### config.mk
export PLATFORM = sky130hd
export DESIGN_NAME = dc_focuser_pulse_drive
export DESIGN_NICKNAME = d
export VERILOG_FILES = /design/src/design/dcf_pkg.sv /design/src/design/dc_focuser_pulse_drive.sv /design/src/design/dcf_cfg.sv /design/src/design/dcf_step.sv
export SDC_FILE = /design/constraint.sdc
export NUM_CORES = 1
export LEC_CHECK = 0
export BUFFER_PORTS_ARGS = -buffer_cell sky130_fd_sc_hd__buf_2
export CAP_MARGIN = 25
export CORE_MARGIN = 1
export CORE_UTILIZATION = 35
export DETAILED_ROUTE_END_ITERATION = 6
export PLACE_DENSITY_LB_ADDON = 0.2
export SETUP_SLACK_MARGIN = 0.02
export SLEW_MARGIN = 5
export SYNTH_ARGS = -nofsm -noshare
export SYNTH_HDL_FRONTEND = slang
export SYNTH_SLANG_ARGS = --single-unit
### constraint.sdc
create_clock -name clk -period 15.8 [get_ports clk]
set_clock_uncertainty 0.15 [all_clocks]
set_input_delay 1.58 -clock clk [delete_from_list [all_inputs] [get_ports clk]]
set_output_delay 1.58 -clock clk [all_outputs]
set_load 0.01 [all_outputs]
### src/design/dcf_pkg.sv
// dcf_pkg: shared types and constants for the DC focuser pulse drive.
// No dependencies; imported by every module of the block.
package dcf_pkg;

  localparam int DIR_CHANGE_STEPS_DEF = 4;
  localparam int POSITION_BITS_DEF    = 16;

  localparam int CFG_INDEX_BITS = 3;
  localparam int CFG_DATA_BITS  = 16;
  localparam int IN_DATA_BITS   = 24;
  localparam int OUT_DATA_BITS  = 40;

  localparam logic [2:0] OP_TICK     = 3'd0;
  localparam logic [2:0] OP_JOG_IN   = 3'd1;
  localparam logic [2:0] OP_JOG_OUT  = 3'd2;
  localparam logic [2:0] OP_GOTO     = 3'd3;
  localparam logic [2:0] OP_STOP     = 3'd4;

  localparam logic [CFG_INDEX_BITS-1:0] CFG_PULSES_PER_MOVE = 3'd0;
  localparam logic [CFG_INDEX_BITS-1:0] CFG_ENABLE_ON_US    = 3'd1;
  localparam logic [CFG_INDEX_BITS-1:0] CFG_ENABLE_OFF_US   = 3'd2;
  localparam logic [CFG_INDEX_BITS-1:0] CFG_STEP_HALF_US    = 3'd3;
  localparam logic [CFG_INDEX_BITS-1:0] CFG_DIR_SETTLE_US   = 3'd4;

  typedef struct packed {
    logic [6:0]  pulses_per_move;
    logic [9:0]  enable_on_us;
    logic [15:0] enable_off_us;
    logic [7:0]  step_half_us;
    logic [7:0]  dir_settle_us;
  } cfg_t;

  typedef enum logic [6:0] {
    PH_IDLE     = 7'b0000001,
    PH_DIR_PRE  = 7'b0000010,
    PH_STEP_HI  = 7'b0000100,
    PH_STEP_LO  = 7'b0001000,
    PH_DIR_POST = 7'b0010000,
    PH_MOVE_ON  = 7'b0100000,
    PH_MOVE_OFF = 7'b1000000
  } phase_t;

  typedef struct packed {
    phase_t             phase;
    logic [15:0]        phase_timer;
    logic [6:0]         pulses_left;
    logic [6:0]         move_length;
    logic               dir_inward;
    logic               goto_running;
    logic signed [15:0] goto_target;
    logic signed [16:0] last_delta;
  } ctl_t;

endpackage

### src/design/dc_focuser_pulse_drive.sv
// dc_focuser_pulse_drive: top level of the DC focuser pulse drive.
// Depends on dcf_pkg, dcf_cfg and dcf_step.
//
//   channel  | direction | tdata fields (lsb first)
//   ---------+-----------+------------------------------------------------------
//   s_*      | in        | op[2:0], target[18:3]
//   m_*      | out       | enable_pin, step_pin, moving_in, position[18:3],
//            |           | target_delta[35:19], busy_res, goto_active
//   cfg_*    | in        | write enable, index 0..4, 16-bit data
//
// One transaction per clock when not stalled: state update and result are
// computed in the same cycle the transaction is taken, and the result lands in
// the output register. s_tready stays high while it is empty or being drained.
// rst is synchronous and returns state, config and m_tvalid to their defaults.
// A stalled m_tready holds the result; s_tready drops only for that stall.
module dc_focuser_pulse_drive
  import dcf_pkg::*;
#(
  parameter int DIR_CHANGE_STEPS = DIR_CHANGE_STEPS_DEF,
  parameter int POSITION_BITS    = POSITION_BITS_DEF
) (
  input  logic                      clk,
  input  logic                      rst,
  input  logic                      s_tvalid,
  output logic                      s_tready,
  input  logic [IN_DATA_BITS-1:0]   s_tdata,   // op[2:0], target[18:3]
  output logic                      m_tvalid,
  input  logic                      m_tready,
  output logic [OUT_DATA_BITS-1:0]  m_tdata,   // enable_pin, step_pin, moving_in,
                                               // position, target_delta, busy_res,
                                               // goto_active
  input  logic                      cfg_we,
  input  logic [CFG_INDEX_BITS-1:0] cfg_index,
  input  logic [CFG_DATA_BITS-1:0]  cfg_data
);

  localparam int DSW = $clog2(DIR_CHANGE_STEPS + 1);

  cfg_t                            cfg;
  ctl_t                            ctl;
  ctl_t                            ctl_next;
  logic signed [POSITION_BITS-1:0] pos;
  logic signed [POSITION_BITS-1:0] pos_next;
  logic [DSW-1:0]                  dsl;
  logic [DSW-1:0]                  dsl_next;
  logic                            accept;
  logic                            enable_pin;
  logic                            step_pin;

  assign s_tready = !m_tvalid || m_tready;
  assign accept   = s_tvalid && s_tready;

  dcf_cfg u_cfg (
    .clk       (clk),
    .rst       (rst),
    .cfg_we    (cfg_we),
    .cfg_index (cfg_index),
    .cfg_data  (cfg_data),
    .cfg       (cfg)
  );

  dcf_step #(
    .DIR_CHANGE_STEPS (DIR_CHANGE_STEPS),
    .POSITION_BITS    (POSITION_BITS)
  ) u_step (
    .cfg      (cfg),
    .op       (s_tdata[2:0]),
    .target   (s_tdata[18:3]),
    .ctl      (ctl),
    .pos      (pos),
    .dsl      (dsl),
    .ctl_next (ctl_next),
    .pos_next (pos_next),
    .dsl_next (dsl_next)
  );

  assign enable_pin = !(ctl_next.phase == PH_DIR_PRE || ctl_next.phase == PH_STEP_HI ||
                        ctl_next.phase == PH_STEP_LO || ctl_next.phase == PH_MOVE_ON);
  assign step_pin   = ctl_next.phase == PH_STEP_HI;

  always_ff @(posedge clk) begin
    if (rst) begin
      ctl <= '{phase: PH_IDLE, default: '0};
      pos <= '0;
      dsl <= '0;
    end else if (accept) begin
      ctl <= ctl_next;
      pos <= pos_next;
      dsl <= dsl_next;
    end
  end

  always_ff @(posedge clk) begin
    if (rst) begin
      m_tvalid <= 1'b0;
    end else if (accept) begin
      m_tvalid <= 1'b1;
    end else if (m_tready) begin
      m_tvalid <= 1'b0;
    end
  end

  always_ff @(posedge clk) begin
    if (accept) begin
      m_tdata <= {2'b00, ctl_next.goto_running, (ctl_next.phase != PH_IDLE),
                  ctl_next.last_delta, pos_next[15:0], ctl_next.dir_inward,
                  step_pin, enable_pin};
    end
  end

endmodule

### src/design/dcf_cfg.sv
// dcf_cfg: configuration register file with reset defaults.
// Depends on dcf_pkg (cfg_t, register indexes).
module dcf_cfg
  import dcf_pkg::*;
(
  input  logic                      clk,
  input  logic                      rst,
  input  logic                      cfg_we,
  input  logic [CFG_INDEX_BITS-1:0] cfg_index,
  input  logic [CFG_DATA_BITS-1:0]  cfg_data,
  output cfg_t                      cfg
);

  always_ff @(posedge clk) begin
    if (rst) begin
      cfg.pulses_per_move <= 7'd5;
      cfg.enable_on_us    <= 10'd100;
      cfg.enable_off_us   <= 16'd2000;
      cfg.step_half_us    <= 8'd5;
      cfg.dir_settle_us   <= 8'd10;
    end else if (cfg_we) begin
      case (cfg_index)
        CFG_PULSES_PER_MOVE: cfg.pulses_per_move <= cfg_data[6:0];
        CFG_ENABLE_ON_US:    cfg.enable_on_us    <= cfg_data[9:0];
        CFG_ENABLE_OFF_US:   cfg.enable_off_us   <= cfg_data;
        CFG_STEP_HALF_US:    cfg.step_half_us    <= cfg_data[7:0];
        CFG_DIR_SETTLE_US:   cfg.dir_settle_us   <= cfg_data[7:0];
        default: ;
      endcase
    end
  end

endmodule

### src/design/dcf_step.sv
// dcf_step: next-state logic for one transaction (tick or command).
// Depends on dcf_pkg (cfg_t, ctl_t, phase_t, op codes).
module dcf_step
  import dcf_pkg::*;
#(
  parameter int DIR_CHANGE_STEPS = DIR_CHANGE_STEPS_DEF,
  parameter int POSITION_BITS    = POSITION_BITS_DEF,
  localparam int DSW             = $clog2(DIR_CHANGE_STEPS + 1)
) (
  input  cfg_t                            cfg,
  input  logic [2:0]                      op,
  input  logic signed [15:0]              target,
  input  ctl_t                            ctl,
  input  logic signed [POSITION_BITS-1:0] pos,
  input  logic [DSW-1:0]                  dsl,
  output ctl_t                            ctl_next,
  output logic signed [POSITION_BITS-1:0] pos_next,
  output logic [DSW-1:0]                  dsl_next
);

  localparam int DW = POSITION_BITS + 1;
  localparam logic signed [DW-1:0] DMAX = DW'(65535);
  localparam logic signed [DW-1:0] DMIN = DW'(-65536);

  logic                     busy;
  logic [6:0]               eff;
  logic                     finish;
  logic                     decide;
  logic                     start;
  logic                     st_in;
  logic [6:0]               st_len;
  logic signed [DW-1:0]     pos_sum;
  logic signed [DW-1:0]     d;
  logic [DW-1:0]            mag;

  assign busy = ctl.phase != PH_IDLE;
  assign eff  = (cfg.pulses_per_move == 7'd0) ? 7'd1 : cfg.pulses_per_move;

  always_comb begin
    ctl_next = ctl;
    pos_next = pos;
    dsl_next = dsl;
    finish   = 1'b0;
    decide   = 1'b0;
    start    = 1'b0;
    st_in    = 1'b0;
    st_len   = eff;
    pos_sum  = '0;
    d        = '0;
    mag      = '0;

    case (op)
      OP_TICK: begin
        if (busy) begin
          if (ctl.phase_timer > 16'd1) begin
            ctl_next.phase_timer = ctl.phase_timer - 16'd1;
          end else begin
            case (ctl.phase)
              PH_DIR_PRE: begin
                dsl_next             = DSW'(DIR_CHANGE_STEPS);
                ctl_next.phase       = PH_STEP_HI;
                ctl_next.phase_timer = 16'(cfg.step_half_us);
              end
              PH_STEP_HI: begin
                ctl_next.phase       = PH_STEP_LO;
                ctl_next.phase_timer = 16'(cfg.step_half_us);
              end
              PH_STEP_LO: begin
                dsl_next = dsl - DSW'(1);
                if (dsl != DSW'(1)) begin
                  ctl_next.phase       = PH_STEP_HI;
                  ctl_next.phase_timer = 16'(cfg.step_half_us);
                end else begin
                  ctl_next.phase       = PH_DIR_POST;
                  ctl_next.phase_timer = 16'(cfg.dir_settle_us);
                end
              end
              PH_DIR_POST: begin
                ctl_next.dir_inward = !ctl.dir_inward;
                if (ctl.pulses_left == 7'd0) begin
                  finish = 1'b1;
                end else begin
                  ctl_next.phase       = PH_MOVE_ON;
                  ctl_next.phase_timer = 16'(cfg.enable_on_us);
                end
              end
              PH_MOVE_ON: begin
                ctl_next.phase       = PH_MOVE_OFF;
                ctl_next.phase_timer = cfg.enable_off_us;
              end
              PH_MOVE_OFF: begin
                ctl_next.pulses_left = ctl.pulses_left - 7'd1;
                if (ctl.pulses_left != 7'd1) begin
                  ctl_next.phase       = PH_MOVE_ON;
                  ctl_next.phase_timer = 16'(cfg.enable_on_us);
                end else begin
                  finish = 1'b1;
                end
              end
              default: begin
                ctl_next.phase       = PH_IDLE;
                ctl_next.phase_timer = '0;
              end
            endcase
          end
        end
      end
      OP_JOG_IN, OP_JOG_OUT: begin
        if (!busy) begin
          ctl_next.goto_running = 1'b0;
          start  = 1'b1;
          st_in  = (op == OP_JOG_IN);
          st_len = eff;
        end
      end
      OP_GOTO: begin
        ctl_next.goto_target  = target;
        ctl_next.goto_running = 1'b1;
        decide = !busy;
      end
      OP_STOP: begin
        ctl_next.goto_running = 1'b0;
      end
      default: ;
    endcase

    // end of move: update position with saturation
    if (finish) begin
      if (ctl_next.dir_inward) begin
        pos_sum = DW'(pos) - DW'(ctl.move_length);
      end else begin
        pos_sum = DW'(pos) + DW'(ctl.move_length);
      end
      if (pos_sum[DW-1] != pos_sum[DW-2]) begin
        pos_next = pos_sum[DW-1] ? {1'b1, {(POSITION_BITS-1){1'b0}}}
                                 : {1'b0, {(POSITION_BITS-1){1'b1}}};
      end else begin
        pos_next = pos_sum[POSITION_BITS-1:0];
      end
      if (ctl.goto_running) begin
        decide = 1'b1;
      end else begin
        ctl_next.phase       = PH_IDLE;
        ctl_next.phase_timer = '0;
      end
    end

    // goto decision: size the next chunk toward the target
    if (decide) begin
      d = DW'(ctl_next.goto_target) - DW'(pos_next);
      if (d > DMAX) begin
        ctl_next.last_delta = 17'sd65535;
      end else if (d < DMIN) begin
        ctl_next.last_delta = -17'sd65536;
      end else begin
        ctl_next.last_delta = d[16:0];
      end
      mag = d[DW-1] ? -d : d;
      if (d == '0) begin
        ctl_next.goto_running = 1'b0;
        ctl_next.phase        = PH_IDLE;
        ctl_next.phase_timer  = '0;
      end else begin
        start  = 1'b1;
        st_in  = d[DW-1];
        st_len = (mag < DW'(eff)) ? mag[6:0] : eff;
      end
    end

    if (start) begin
      ctl_next.move_length = st_len;
      ctl_next.pulses_left = st_len;
      if (st_in != ctl_next.dir_inward) begin
        ctl_next.phase       = PH_DIR_PRE;
        ctl_next.phase_timer = 16'(cfg.dir_settle_us);
      end else begin
        ctl_next.phase       = PH_MOVE_ON;
        ctl_next.phase_timer = 16'(cfg.enable_on_us);
      end
    end
  end

endmodule

; ---- After elaboration in Yosys (flattened, before gate mapping)
; Index checks and enable logic that the tools add are counted.
[op_classes]
add_sub_neg = 7
n_lt_le_gt_ge = 4
n_eq_ne = 25
muxes = 58
bitwise_logic = 1
n_reduce_logical = 28
[op_table]
columns = operator, count
row1 = $mux W23, 6
row2 = $pmux W23 S6, 1
row3 = $mux W17, 6
row4 = $mux W16, 5
row5 = $mux W30, 2
row6 = $mux W7, 7
row7 = $mux W37, 1
row8 = $mux W1, 25
row9 = $mux W22, 1
row10 = $mux W21, 1
row11 = $ne A7 B1 Y1 const B, 3
row12 = $add A16 B8 Y17, 1
row13 = $gt A17 B17 Y1 const B, 1
row14 = $logic_not A17 Y1, 1
row15 = $lt A17 B17 Y1 const B, 1
row16 = $lt A17 B7 Y1, 1
row17 = $neg A17 Y17, 1
row18 = $sub A16 B16 Y17, 1
row19 = $sub A16 B8 Y17, 1
row20 = $gt A16 B1 Y1 const B, 1
row21 = $sub A16 B1 Y16 const B, 1
row22 = $eq A7 B2 Y1 const B, 2
row23 = $eq A7 B3 Y1 const B, 2
row24 = $eq A7 B4 Y1 const B, 2
row25 = 24 further kinds, 49
[word_totals]
reg_bits = 179
inputBits = 48
output_inout_bits = 42

; ---- Depth between registers and ports, before layout
; Gate-level depths: netlist of the first run.
[logic_depth]
word_depth = 23
ltp_mapped = 48
ltp_nobuf = 44

; ---- By module
; Synthesis of the first run repeated with hierarchy kept, for this count alone.
[hier_totals]
hier_cells = 1483
area_unflattened_um2 = 12120.4
[modules_own_cells]
columns = module, instances, cells_each, area_per_inst_um2, seq_area_each_um2
row1 = dcf_step, 1, 816, 5347.6, 0.0
row2 = dc_focuser_pulse_drive, 1, 471, 4737.0, 2982.9
row3 = dcf_cfg, 1, 196, 2035.7, 980.9

; ---- Least setup slack after synthesis of the first run
; No wires, ideal clock.
[synth_timing]
path_kind = input port to flip-flop
from = input port s_tdata[0]
to = register, netlist name ctl[42]
arrival_ps = 10298
t_required_ps = 15575
path_slack_ps = 5277
stages = 45
path_buffers = 5
path_cell_list = clkbuf_1 > nor3_1 > nand2_1 > nor3_2 > xnor2_2 > clkbuf_1 > nor2_1 > a21oi_1 > ha_1 > nor2b_1 > o21ai_0 > a21boi_0 > o21ai_0 > a21oi_1 > o21ai_0 > a211o_1 > o21ai_0 > a21o_1 > [9 not listed] > ha_1 > buf_2 > a21oi_1 > o221a_2 > a211o_1 > nand2_1 > a31oi_1 > xnor2_1 > ha_1 > a21o_1 > a21oi_1 > o21ai_0 > or3_1 > nor3_1 > nand4b_1 > nor2_1 > mux2_2 > o22ai_1
[synth_between]
elab_chain_cells = 15
[synth_lines]
columns = element, line_no
row1 = start: declaration, dc_focuser_pulse_drive.sv:26  ; input logic [IN_DATA_BITS-1:0] s_tdata,
row2 = $logic_not A3 Y1, dcf_step.sv:52  ; case (op)
row3 = $mux W1, dcf_step.sv:52
row4 = $mux W17, dcf_step.sv:129  ; if (ctl_next.dir_inward) begin
row5 = $mux W17, dcf_step.sv:128  ; if (finish) begin
row6 = $mux W16 / $ne A1 B1 Y1 (equally long branches), "dcf_step.sv:135, dcf_step.sv:134"
row7 = $mux W16, dcf_step.sv:134  ; if (pos_sum[DW-1] != pos_sum[DW-2]) begin
row8 = $mux W16, dcf_step.sv:128
row9 = $sub A16 B16 Y17, dcf_step.sv:150  ; d = DW'(ctl_next.goto_target) - DW'(pos_next);
row10 = $neg A17 Y17, dcf_step.sv:158  ; mag = d[DW-1] ? -d : d;
row11 = $mux W17, dcf_step.sv:158
row12 = $lt A17 B7 Y1, dcf_step.sv:166  ; st_len = (mag < DW'(eff)) ? mag[6:0] : eff;
row13 = $mux W7, dcf_step.sv:166
row14 = $mux W7, dcf_step.sv:159  ; if (d == '0) begin
row15 = $mux W7, dcf_step.sv:149  ; if (decide) begin
row16 = $mux W37, dcf_step.sv:170  ; if (start) begin
; Several ways; a longest one is shown, not always the timed one. The select of a mux whose other input is x is not followed.
; A chain may end at the register's enable or synchronous reset.

; ---- Worst setup path in the final report of the first run
[layout_timing]
from = input port s_tdata[0]
to = register, netlist name ctl[42]
[layout_between]
elab_chain_cells = 15
[layout_lines]
columns = element, line_no
row1 = $logic_not A3 Y1, dcf_step.sv:52
row2 = $mux W1, dcf_step.sv:52
row3 = $mux W17, dcf_step.sv:129
row4 = $mux W17, dcf_step.sv:128
row5 = $mux W16 / $ne A1 B1 Y1 (equally long branches), "dcf_step.sv:135, dcf_step.sv:134"
row6 = $mux W16, dcf_step.sv:134
row7 = $mux W16, dcf_step.sv:128
row8 = $sub A16 B16 Y17, dcf_step.sv:150
row9 = $neg A17 Y17, dcf_step.sv:158
row10 = $mux W17, dcf_step.sv:158
row11 = $lt A17 B7 Y1, dcf_step.sv:166
row12 = $mux W7, dcf_step.sv:166
row13 = $mux W7, dcf_step.sv:159
row14 = $mux W7, dcf_step.sv:149
row15 = $mux W37, dcf_step.sv:170
; Several ways; a longest one is shown, not always the timed one. The select of a mux whose other input is x is not followed.

==> results of run 1 <==
[registers in the layout, indices dropped and copies added (netlist names)]
register	cells
ctl	72
u_cfg.cfg	49
m_tdata	38
pos	16
dsl	3
m_tvalid	1
[cells in the mapped netlist, drive strengths merged, types with 10 or more instances]
cell type,count
nor2b,14
clkbuf,58
nor3,58
a22oi,11
o21ai,81
a211oi,28
ha,50
inv,44
nand2,211
nand3,23
nor2,166
edfxtp,38
mux2,20
o211ai,13
a221oi,10
xor2,12
mux2i,18
buf,13
dfxtp,141
xnor2,31
or3,21
o21a,20
o22ai,10
a21o,17
nand3b,19
nand2b,15
a21oi,133
[stage by stage]
step / total power [uW] / util, % / instance area, sq um
2_1_floorplan: 820 / - / 11200
3_3_place_gp: 917 / 37.7 / 11900
3_5_place_dp: 922 / 37.7 / 11900
4_1_cts: 1380 / 39.7 / 12500
5_1_grt: 1440 / 39.7 / 12500
6_report: 1360 / 39.7 / 12500
[final cells by class]
cell class              instances  area share (%)
flip-flops and latches        179            31.7
inverters                      45            1.37
multi-input cells            1112            54.0
repair buffers                 92            3.94
clock buffers                  23            4.01
clock inverters                 9           0.902
well taps                     402            4.03
[worst min-delay path by stage]
stage / end / slack, ps / depth (start not counted)
after floorplan: dsl[1] / 280 / 2
after global placement: dsl[1] / 290 / 2
after detailed placement: dsl[1] / 290 / 2
after CTS: dsl[1] / 300 / 2
after global routing: ctl[3] / 320 / 2
final: dsl[1] / 300 / 2
[critical path, delay by kind of cell]
kind | cells | cell delay [ps]
AOI/OAI and AO/OA | 19 | 3990
xor gates and xnor gates | 3 | 630
adders and majority gates | 4 | 1490
buffers and inverters | 2 | 530
muxes | 2 | 610
and+or+nand+nor | 11 | 3890
[layout by cell type, fill, tap and decap left out, drive strengths merged, types with 9 or more instances in the layout]
| cell | count |
|---|---|
| nand2 | 211 |
| nor2 | 166 |
| dfxtp | 141 |
| a21oi | 133 |
| buf | 92 |
| o21ai | 81 |
| nor3 | 58 |
| ha | 50 |
| inv | 49 |
| edfxtp | 38 |
| xnor2 | 31 |
| a211oi | 28 |
| nand3 | 23 |
| clkbuf | 23 |
| or3 | 21 |
| mux2 | 20 |
| o21a | 20 |
| nand3b | 19 |
| mux2i | 18 |
| a21o | 17 |
| nand2b | 15 |
| nor2b | 14 |
| o211ai | 13 |
| xor2 | 12 |
| a22oi | 11 |
| a221oi | 10 |
| o22ai | 10 |
| nand4 | 9 |
| and3 | 9 |
| a221o | 9 |
| and2 | 9 |
[metal layers]
metal | global-route usage (%) | vias to the layer above | share of wire (%)
li1 | - | 5126 | -
met1 | 27.2 | 4778 | 50
met2 | 30.1 | 222 | 45
met3 | 3.00 | 25 | 4.0
met4 | 6.29 | 0 | 1.5
met5 | 0 | - | 0
[cell families after synthesis]
| group | share of synthesized area (%) |
|---|---|
| AOI/OAI and AO/OA | 22.5 |
| xor gates and xnor gates | 3.50 |
| adders and majority gates | 5.95 |
| buffers and inverters | 4.28 |
| DFF | 35.4 |
| muxes | 3.62 |
| other | 0.0335 |
| and+or+nand+nor | 24.6 |
[power groups by stage]
stage	Sequential, uW	Clock [uW]	Combinational, uW
floorplan	509	0	311
global placement	509	0	408
detailed placement	509	0	413
CTS	499	462	415
global route	501	477	463
finish	499	449	416
==> impl_results.md, run 1 <==
* Data arrival, critical path at 12710 ps
* Core ar. at 31500 sq um
* Reg clk slew, reported paths at 70 ps
* CP Launch Type: primary input
* Avg Vias per Cell at 5.45
* Hold_ws at 303 ps
* Comb pwr share at 30.5%
* Synthesized instance count at 1407
* Initial antenna violation count at 0
* # resized after CTS at 0
* Port buffer count at 82
* Share of post-route cells with drive strength above 1 at 12.1%
* Row Count at 65
* Post-DRT Antenna Nets at 0
* Clock Latency Late Sink at 450 ps
* Sw frac at 34.3%
* R2R Path Start: ctl[66]
* Post-DP HPWL at 22400 microns
* #FFs+latches synth at 179
* Initial Utilization at 35.5%
* Total Routed Length at 31300 microns
* Worst path required time at 16030 ps
* Mapped Area at 11200 sq um
* Reg2reg path depth at 41
* Setup Slack @ Placement at 2910 ps
* P&R area growth vs syn at 11.7%
* Avg WL per Cell at 16.8 microns
* Setup CP Type: in -> reg
* # hold bufs at CTS at 0
* CP max stage cell: nor2_1
* Setup repair bufs after CTS at 0
* RSZ-0062 raised after global routing: no
* Sequential fraction of the synthesis area at 35.4%
* Antenna cells at 0
* Max-slew violations at 0
* Slew HR at 34.6%
* CP peak stage delay at 740 ps
* Flop pwr share at 36.6%
* PwrDens at 109 nW/um^2
* Final Cycle Share at 79.0%
* Total GRT Usage at 19.3%
* Gpl congestion at 0.889
* Final Net Count at 1547
* Drt drc at 0
* Worst-margin pin slew at 979 ps
* Pin count of the biggest net entering global routing at 78
* Maximum fanout along the worst path at 25
* HP Class: reg -> reg
* # clock sinks at 179
* Synth top area cells: dfxtp_1, edfxtp_1, nand2_1
* Yosys top cell area share at 25.2%
* Global-route wire length before repair at 50200 microns
* GR Overflow Total at 0
* YS warnings at 0
* Post-synth cell types at 91
* Worst Slack Setup Final at 3320 ps
* Htree depth at 4
* Vias at 10151
* Final setup TNS at 0 ps
* Non-filler instance count after layout at 1862
* Psw at 468 uW
* Die height at 181 microns
* Outcome: finished clean
* CTS tree: yes
* Share of flip-flops with an asynchronous set or reset at 0%
* Worst VDD drop at 0.0800 mV
* Die Footprint at 32700 sq um
* Clock power share at 32.9%
* CP endpoint kind: flip-flop
* Crit path from: s_tdata[0]
* Die X at 181 microns
* Most frequent cell on the critical path: o21ai_0
* Final Hold Vio Count at 0
* P_leak at 0.00480 uW
* Critical path endpoint: ctl[42]
* Reg area at 3960 sq um
* Inserted Clock Buffers at 17
* Reg2reg setup slack at 3900 ps
* Setup-failing EPs final at 0
* # fillers at 3236
* Pint at 896 uW
* Max-cap violations at 0
* Post-synth top area cell: dfxtp_1
* Worst hold path startpoint: dsl[1]
* Mean Syn Cell Area at 7.95 sq um
* DRT Pass-1 Iters at 5
* Clk buf depth at 2
* I/O pin cnt at 90
* Period minus WS final at 12480 ps
* Area of the multi-input gates at 6750 sq um
* Fmax achieved at 80.1 MHz
* Vias in the first global route at 9289
* Buffer type at the clock tree root: clkbuf_16
* Post-synth EDFFs at 38
* RR Endpoint: ctl[42]
* Dpl cells at 1830
* Top FF cell, synth: dfxtp_1
* Violation count after the first detailed-route iteration at 581
Power figures use the tool's default switching activity.
==> run 2, diff against run 1 <==
==> constraint.sdc (replaced) <==
create_clock -name clk -period 10.8 [get_ports clk]
set_clock_uncertainty 0.15 [all_clocks]
set_input_delay 1.08 -clock clk [delete_from_list [all_inputs] [get_ports clk]]
set_output_delay 1.08 -clock clk [all_outputs]
set_load 0.01 [all_outputs]
==> run 2 against run 1 <==
Against the previous run:
- sequential share of layout area is 0.32 points lower
- final area is 1.0% higher
- critical endpoint is now ctl[47]
- hold slack better by 2.9 ps
- critical path type is now reg -> reg
- largest cell class unchanged
- cell count is 0.97% higher
- flip-flop and latch count stayed put
- count of clock-buffer cells in the layout is 2 lower
==> impl_results.md, run 2 (synthesized netlist as in run 1, its figures left out) <==
* Outcome: finished clean
* Fmax achieved at 101 MHz
* P_leak at 0.00487 uW (+1.5%)
* Final Hold Vio Count at 0 (unchanged)
* Post-DRT Antenna Nets at 0 (unchanged)
* Slew HR at 39.9% (+5.3 points)
* Antenna cells at 0 (unchanged)
* Worst Hold Depth at 2 (unchanged)
* Final setup TNS at 0 ps (unchanged)
* Setup CP Type: reg -> reg
* Violation count after the first detailed-route iteration at 724 (+25%)
* Reg clk slew, reported paths at 80 ps (about the same)
* Final Cycle Share at 91.9%
* Die height at 181 microns (unchanged)
* Most frequent cells in the layout: nand2_1, nor2_1, dfxtp_1, a21oi_1, buf_2
* Total Routed Length at 31000 microns (-0.89%)
* Htree depth at 4 (unchanged)
* # hold bufs at CTS at 0 (unchanged)
* Period minus WS final at 9920 ps
* Worst-margin pin slew at 897 ps (-81.9 ps)
* P&R area growth vs syn at 12.8%
* Reg2reg path depth at 41 (unchanged)
* CP max stage cell: or4_1
* Clock Latency Late Sink at 450 ps (about the same)
* Tot Pwr at 1990 uW (+46%)
* RSZ-0062 raised after global routing: no
* I/O pin cnt at 90 (unchanged)
* Initial Utilization at 35.5% (unchanged)
* Share of post-route cells with drive strength above 1 at 13.8% (+1.7 points)
* Avg WL per Cell at 16.5 microns (-1.8%)
* GR Overflow Total at 0 (unchanged)
* Worst VDD drop at 0.116 mV (+46%)
* Data arrival, critical path at 10150 ps (-2560 ps)
* HP Class: reg -> reg
* Core ar. at 31500 sq um (unchanged)
* Row Count at 65 (unchanged)
* Most frequent cell on the critical path: a21oi_1
* Most flops, register: ctl
* Die X at 181 microns (unchanged)
* Max-slew violations at 0 (unchanged)
* Clk buf depth at 2 (unchanged)
* Setup-failing EPs final at 0 (unchanged)
* DRT Pass-1 Iters at 7 (+2)
* CP Launch Type: flip-flop
* Gpl congestion at 0.877 (-1.3%)
* CP peak stage delay at 600 ps (-140 ps)
* Total GRT Usage at 19.1% (-0.20 points)
* CTS tree: yes
* Number of flip-flops in the largest register at 72 (unchanged)
* Biggest regs: ctl: 72 flops, u_cfg.cfg: 49 flops, m_tdata: 38 flops
* Initial antenna violation count at 0 (unchanged)
* Commonest non-fill, non-tap cell in the layout: nand2_1
* CP endpoint kind: flip-flop
* Max-cap violations at 0 (unchanged)
* Inserted Clock Buffers at 17 (unchanged)
* Vias at 10125 (-0.26%)
* # clock sinks at 179 (unchanged)
* Port buffer count at 82 (unchanged)
* Worst path required time at 11020 ps (-5010 ps)
* PwrDens at 158 nW/um^2 (+44%)
* Pin count of the biggest net entering global routing at 78 (unchanged)
* Global-route wire length before repair at 50000 microns (-0.36%)
* Maximum fanout along the worst path at 7 (-72%)
* Die Footprint at 32700 sq um (unchanged)
* Drt drc at 0 (unchanged)
* Vias in the first global route at 9408 (+1.3%)
* Buffer type at the clock tree root: clkbuf_16
* Post-DP HPWL at 22500 microns (+0.47%)
* Final Net Count at 1565 (+1.2%)
* Avg Vias per Cell at 5.39 (-1.2%)
## run 2: report_power, final
part | total, uW | switching, uW | internal [uW] | leakage (uW)
Clock | 626 | 289 | 338 | 0.000285
Combinational | 634 | 391 | 243 | 0.00306
Sequential | 730 | 18.8 | 711 | 0.00153
Total | 1990 | 699 | 1290 | 0.00487
## run 2: timing repair
action | CTS | global route
gates resized for setup | 0 | 8
hold endpoints to repair | 0 | 0
setup endpoints to repair | 0 | 14
buffers inserted | 0 | 0
## run 2: worst paths after layout
check          start       to  slack, ps
max          ctl[59]  ctl[47]        880
min           dsl[1]   dsl[1]        310
max reg2reg  ctl[59]  ctl[47]        880
min reg2reg   dsl[1]   dsl[1]        310
## run 2: worst max-delay path, delay by kind of cell (launching register included)
kind,cells,cell delay (ps)
fa+ha+maj,5,1640
compound gates,18,3430
flops,1,370
xor+xnor,4,870
simple gates,11,2960
buf+inv,3,400
## run 2: area by class of cell
type                       instances  area [sq um]
fill                            3229         18900
multi-input combinational       1112          6770
sequential                       179          3960
timing repair buffer             110           623
clock buffer                      21           503
tap                              402           503
inverter                          45           171
clock inverter                    11          86.3
## run 2: metrics by stage
stage,instance area [sq um],setup slack (ps),hold WS (ps),instances,utilization [%]
2_1_floorplan,11200,777,282,1408,-
3_3_place_gp,12000,500,290,1846,38.1
3_5_place_dp,12000,327,296,1847,38.1
4_1_cts,12600,651,306,1879,40.0
5_1_grt,12600,23.0,325,1880,40.1
6_report,12600,875,306,1880,40.1
## run 2: layer usage
metal	vias to the layer above	routed length, microns	track usage, %
met2	177	14000	30.1
met4	0	459	5.61
met3	26	1060	3.23
li1	5169	-	-
met1	4753	15500	26.7
met5	-	0	0
==> run 3, diff against run 2 <==
--- a/config.mk
+++ b/config.mk
@@ -12,7 +12,7 @@
 export DETAILED_ROUTE_END_ITERATION = 6
 export PLACE_DENSITY_LB_ADDON = 0.2
 export SETUP_SLACK_MARGIN = 0.02
-export SLEW_MARGIN = 5
 export SYNTH_ARGS = -nofsm -noshare
 export SYNTH_HDL_FRONTEND = slang
+export SYNTH_HIERARCHICAL = 1
 export SYNTH_SLANG_ARGS = --single-unit
==> run 3 against run 2 <==
Against the previous run:
- area after synthesis grew 8.4%
- worst setup slack worse by 140 ps
- sequential share of layout area fell by 2.9 points
- utilization is 0.99 points higher
- largest power group unchanged
- flip-flop and latch count unchanged
- total power barely moved
- synthesized cell count up 5.4%
- maximum frequency is 1.4% lower
- combinational power decreased by 3.6%
- die area is 8.3% higher
- routed wire length increased by 15%
==> impl_results.md, run 3 <==
* Data arrival, critical path at 10200 ps (+50 ps)
* Sequential fraction of the synthesis area at 32.7% (-2.7 points)
* Global-route wire length before repair at 57700 microns (+15%)
* Synthesized instance count at 1483 (+5.4%)
* Worst path required time at 10930 ps (-90 ps)
* Max-cap violations at 0 (unchanged)
* Final Cycle Share at 93.2% (+1.3 points)
* Share of flip-flops with an asynchronous set or reset at 0% (unchanged)
* Post-DP HPWL at 24600 microns (+9.4%)
* Worst-margin pin slew at 1030 ps (+138 ps)
* P&R area growth vs syn at 14.5%
* Most frequent cell on the critical path: a21o_1
* Clock power share at 33.2% (+1.7 points)
* GR Overflow Total at 0 (unchanged)
* YS warnings at 6 (+6)
* Psw at 669 uW (-4.3%)
* Initial antenna violation count at 0 (unchanged)
* Buffer type at the clock tree root: clkbuf_16
* Clk buf depth at 2 (unchanged)
* Total Routed Length at 35600 microns (+15%)
* Most frequent cells in the layout: a21oi_1, dfxtp_1, o21ai_0, nand3_1, nor2_1
* Comb pwr share at 30.7% (-1.2 points)
* Fmax achieved at 99.3 MHz (-1.4%)
* #FFs+latches synth at 179 (unchanged)
* Reg2reg setup slack at 910 ps (+30 ps)
* Post-synth EDFFs at 38 (unchanged)
* Final setup TNS at 0 ps (unchanged)
* # hold bufs at CTS at 0 (unchanged)
* Post-synth top area cell: dfxtp_1
* Setup-failing EPs final at 0 (unchanged)
* CTS tree: yes
* P_leak at 0.00544 uW (+12%)
* Mean Syn Cell Area at 8.17 sq um (+2.8%)
* CP peak stage delay at 460 ps (-140 ps)
* Gpl congestion at 0.909 (+3.6%)
* Core ar. at 33800 sq um (+7.3%)
* Antenna cells at 0 (unchanged)
* Htree depth at 4 (unchanged)
* Top FF cell, synth: dfxtp_1
* Avg Vias per Cell at 5.57 (+3.5%)
* Vias in the first global route at 10699 (+14%)
* Period minus WS final at 10070 ps (+142 ps)
* Total GRT Usage at 20.3% (+1.1 points)
* Synth top area cells: dfxtp_1, edfxtp_1, a21oi_1
* HP Class: reg -> reg
* Post-synth cell types at 100 (+9.9%)
* Die X at 188 microns (+4.1%)
* Post-DRT Antenna Nets at 0 (unchanged)
* Biggest regs: ctl: 72 flops, u_cfg/cfg: 49 flops, m_tdata: 38 flops
* Port buffer count at 82 (unchanged)
* Share of post-route cells with drive strength above 1 at 15.4% (+1.6 points)
* # fillers at 3449 (+6.8%)
* Max-slew violations at 0 (unchanged)
* Die Footprint at 35400 sq um (+8.3%)
* Final Util at 41.1% (+0.99 points)
* Avg WL per Cell at 17.7 microns (+7.1%)
* I/O pin cnt at 90 (unchanged)
* PwrDens at 143 nW/um^2 (-9.1%)
* Cell with the most instances after synthesis: a21oi_1
* Flop pwr share at 36.0% (-0.7 points)
* Sw frac at 33.6% (-1.5 points)
* Final Hold Vio Count at 0 (unchanged)
* Mapped Area at 12100 sq um (+8.4%)
* CP max stage cell: a2111o_1
* DRT Pass-1 Iters at 7 (unchanged)
* Slew HR at 31.0% (-8.8 points)
* Post-synth top cells: a21oi_1, dfxtp_1, o21ai_0
* Vias at 11236 (+11%)
* Reg clk slew, reported paths at 70 ps (about the same)
* Setup CP Type: in -> reg
* Pint at 1320 uW (+2.3%)
* Drt drc at 0 (unchanged)
* Maximum fanout along the worst path at 8 (+1)
* Outcome: finished clean
* Worst VDD drop at 0.117 mV (+0.14%)
* Row Count at 67 (+3.1%)
* Commonest non-fill, non-tap cell in the layout: a21oi_1
* Yosys top cell area share at 23.3% (-2.0 points)
* Violation count after the first detailed-route iteration at 885 (+22%)
* # clock sinks at 179 (unchanged)
* Number of flip-flops in the largest register at 72 (unchanged)
* CP endpoint kind: flip-flop
* CP Launch Type: primary input
* Final Net Count at 1655 (+5.8%)
* Pin count of the biggest net entering global routing at 93 (+19%)
* Most flops, register: ctl
* Clock Latency Late Sink at 450 ps (about the same)
* Initial Utilization at 35.9% (+0.34 points)
* Inserted Clock Buffers at 17 (unchanged)
* Die height at 188 microns (+4.1%)
* RSZ-0062 raised after global routing: no
run 3: changes by cell type after synthesis, sizes merged, moves of 17 or more:
cell,delta
nand2,-116
nand3,+91
o21ai,+71
nor2,-68
nand2b,+49
mux2i,+45
nor3,-37
buf,+35
a21oi,+19
a211oi,-17
run 3: timing repair:
item	in CTS	in global routing
setup endpoints to repair	0	15
setup buffers	0	0
gates resized for setup	0	7
run 3: logic make-up (layout without fill, tap and decap cells):
family	Yosys count	in the layout	synth area share, %
compound gates	487	487	25.0
xor+xnor	46	46	3.65
fa+ha+maj	52	52	5.49
buf+inv	153	237	5.65
flops	179	179	32.7
mux	79	79	6.69
other cells	1	2	0.0309
simple gates	486	486	20.8
run 3: layout make-up:
type,count,area (sq um),area share [%]
repair buffers,160,1040,7.52
clock inverters,12,135,0.974
clock buffers,20,479,3.45
well taps,448,561,4.04
multi-input cells,1152,7520,54.2
inverters,45,170,1.23
flip-flops and latches,179,3960,28.6
run 3: critical path: cells and delay by family:
kind | cells | cell delay [ps]
xor gates and xnor gates | 1 | 310
adders and majority gates | 5 | 1730
buffers and inverters | 6 | 910
and+or+nand+nor | 10 | 1890
AOI/OAI and AO/OA | 22 | 4290
run 3: final timing paths:
check / from / to / depth (start not counted)
max reg2reg: ctl[62] / ctl[47] / 44
max: s_tdata[0] / ctl[47] / 44
min reg2reg: ctl[23] / ctl[23] / 2
min: ctl[23] / ctl[23] / 2
run 3: per-stage QoR:
stage | hold slack, ps | setup WS (ps) | power (uW) | instances | area, sq um
3_5_place_dp | 316 | 261 | 1330 | 1983 | 13200
5_1_grt | 344 | 63.0 | 2100 | 2016 | 13900
6_report | 322 | 734 | 1990 | 2016 | 13900
4_1_cts | 326 | 684 | 2000 | 2015 | 13800
2_1_floorplan | 298 | 602 | 1150 | 1484 | 12100
3_3_place_gp | 306 | 196 | 1330 | 1983 | 13200
run 3: metal layers:
layer | share of wire (%) | up-vias | track usage [%]
met3 | 3.8 | 44 | 2.58
met5 | 0 | - | 0
li1 | - | 5594 | -
met2 | 46 | 274 | 33.3
met1 | 48 | 5324 | 27.3
met4 | 2.1 | 0 | 6.60
run 3: power groups by stage:
stage / clock network [uW] / registers (uW) / logic (uW)
6_report: 661 / 717 / 611
5_1_grt: 707 / 720 / 671
4_1_cts: 681 / 717 / 602
3_5_place_dp: 0 / 733 / 598
3_3_place_gp: 0 / 732 / 594
2_1_floorplan: 0 / 734 / 412
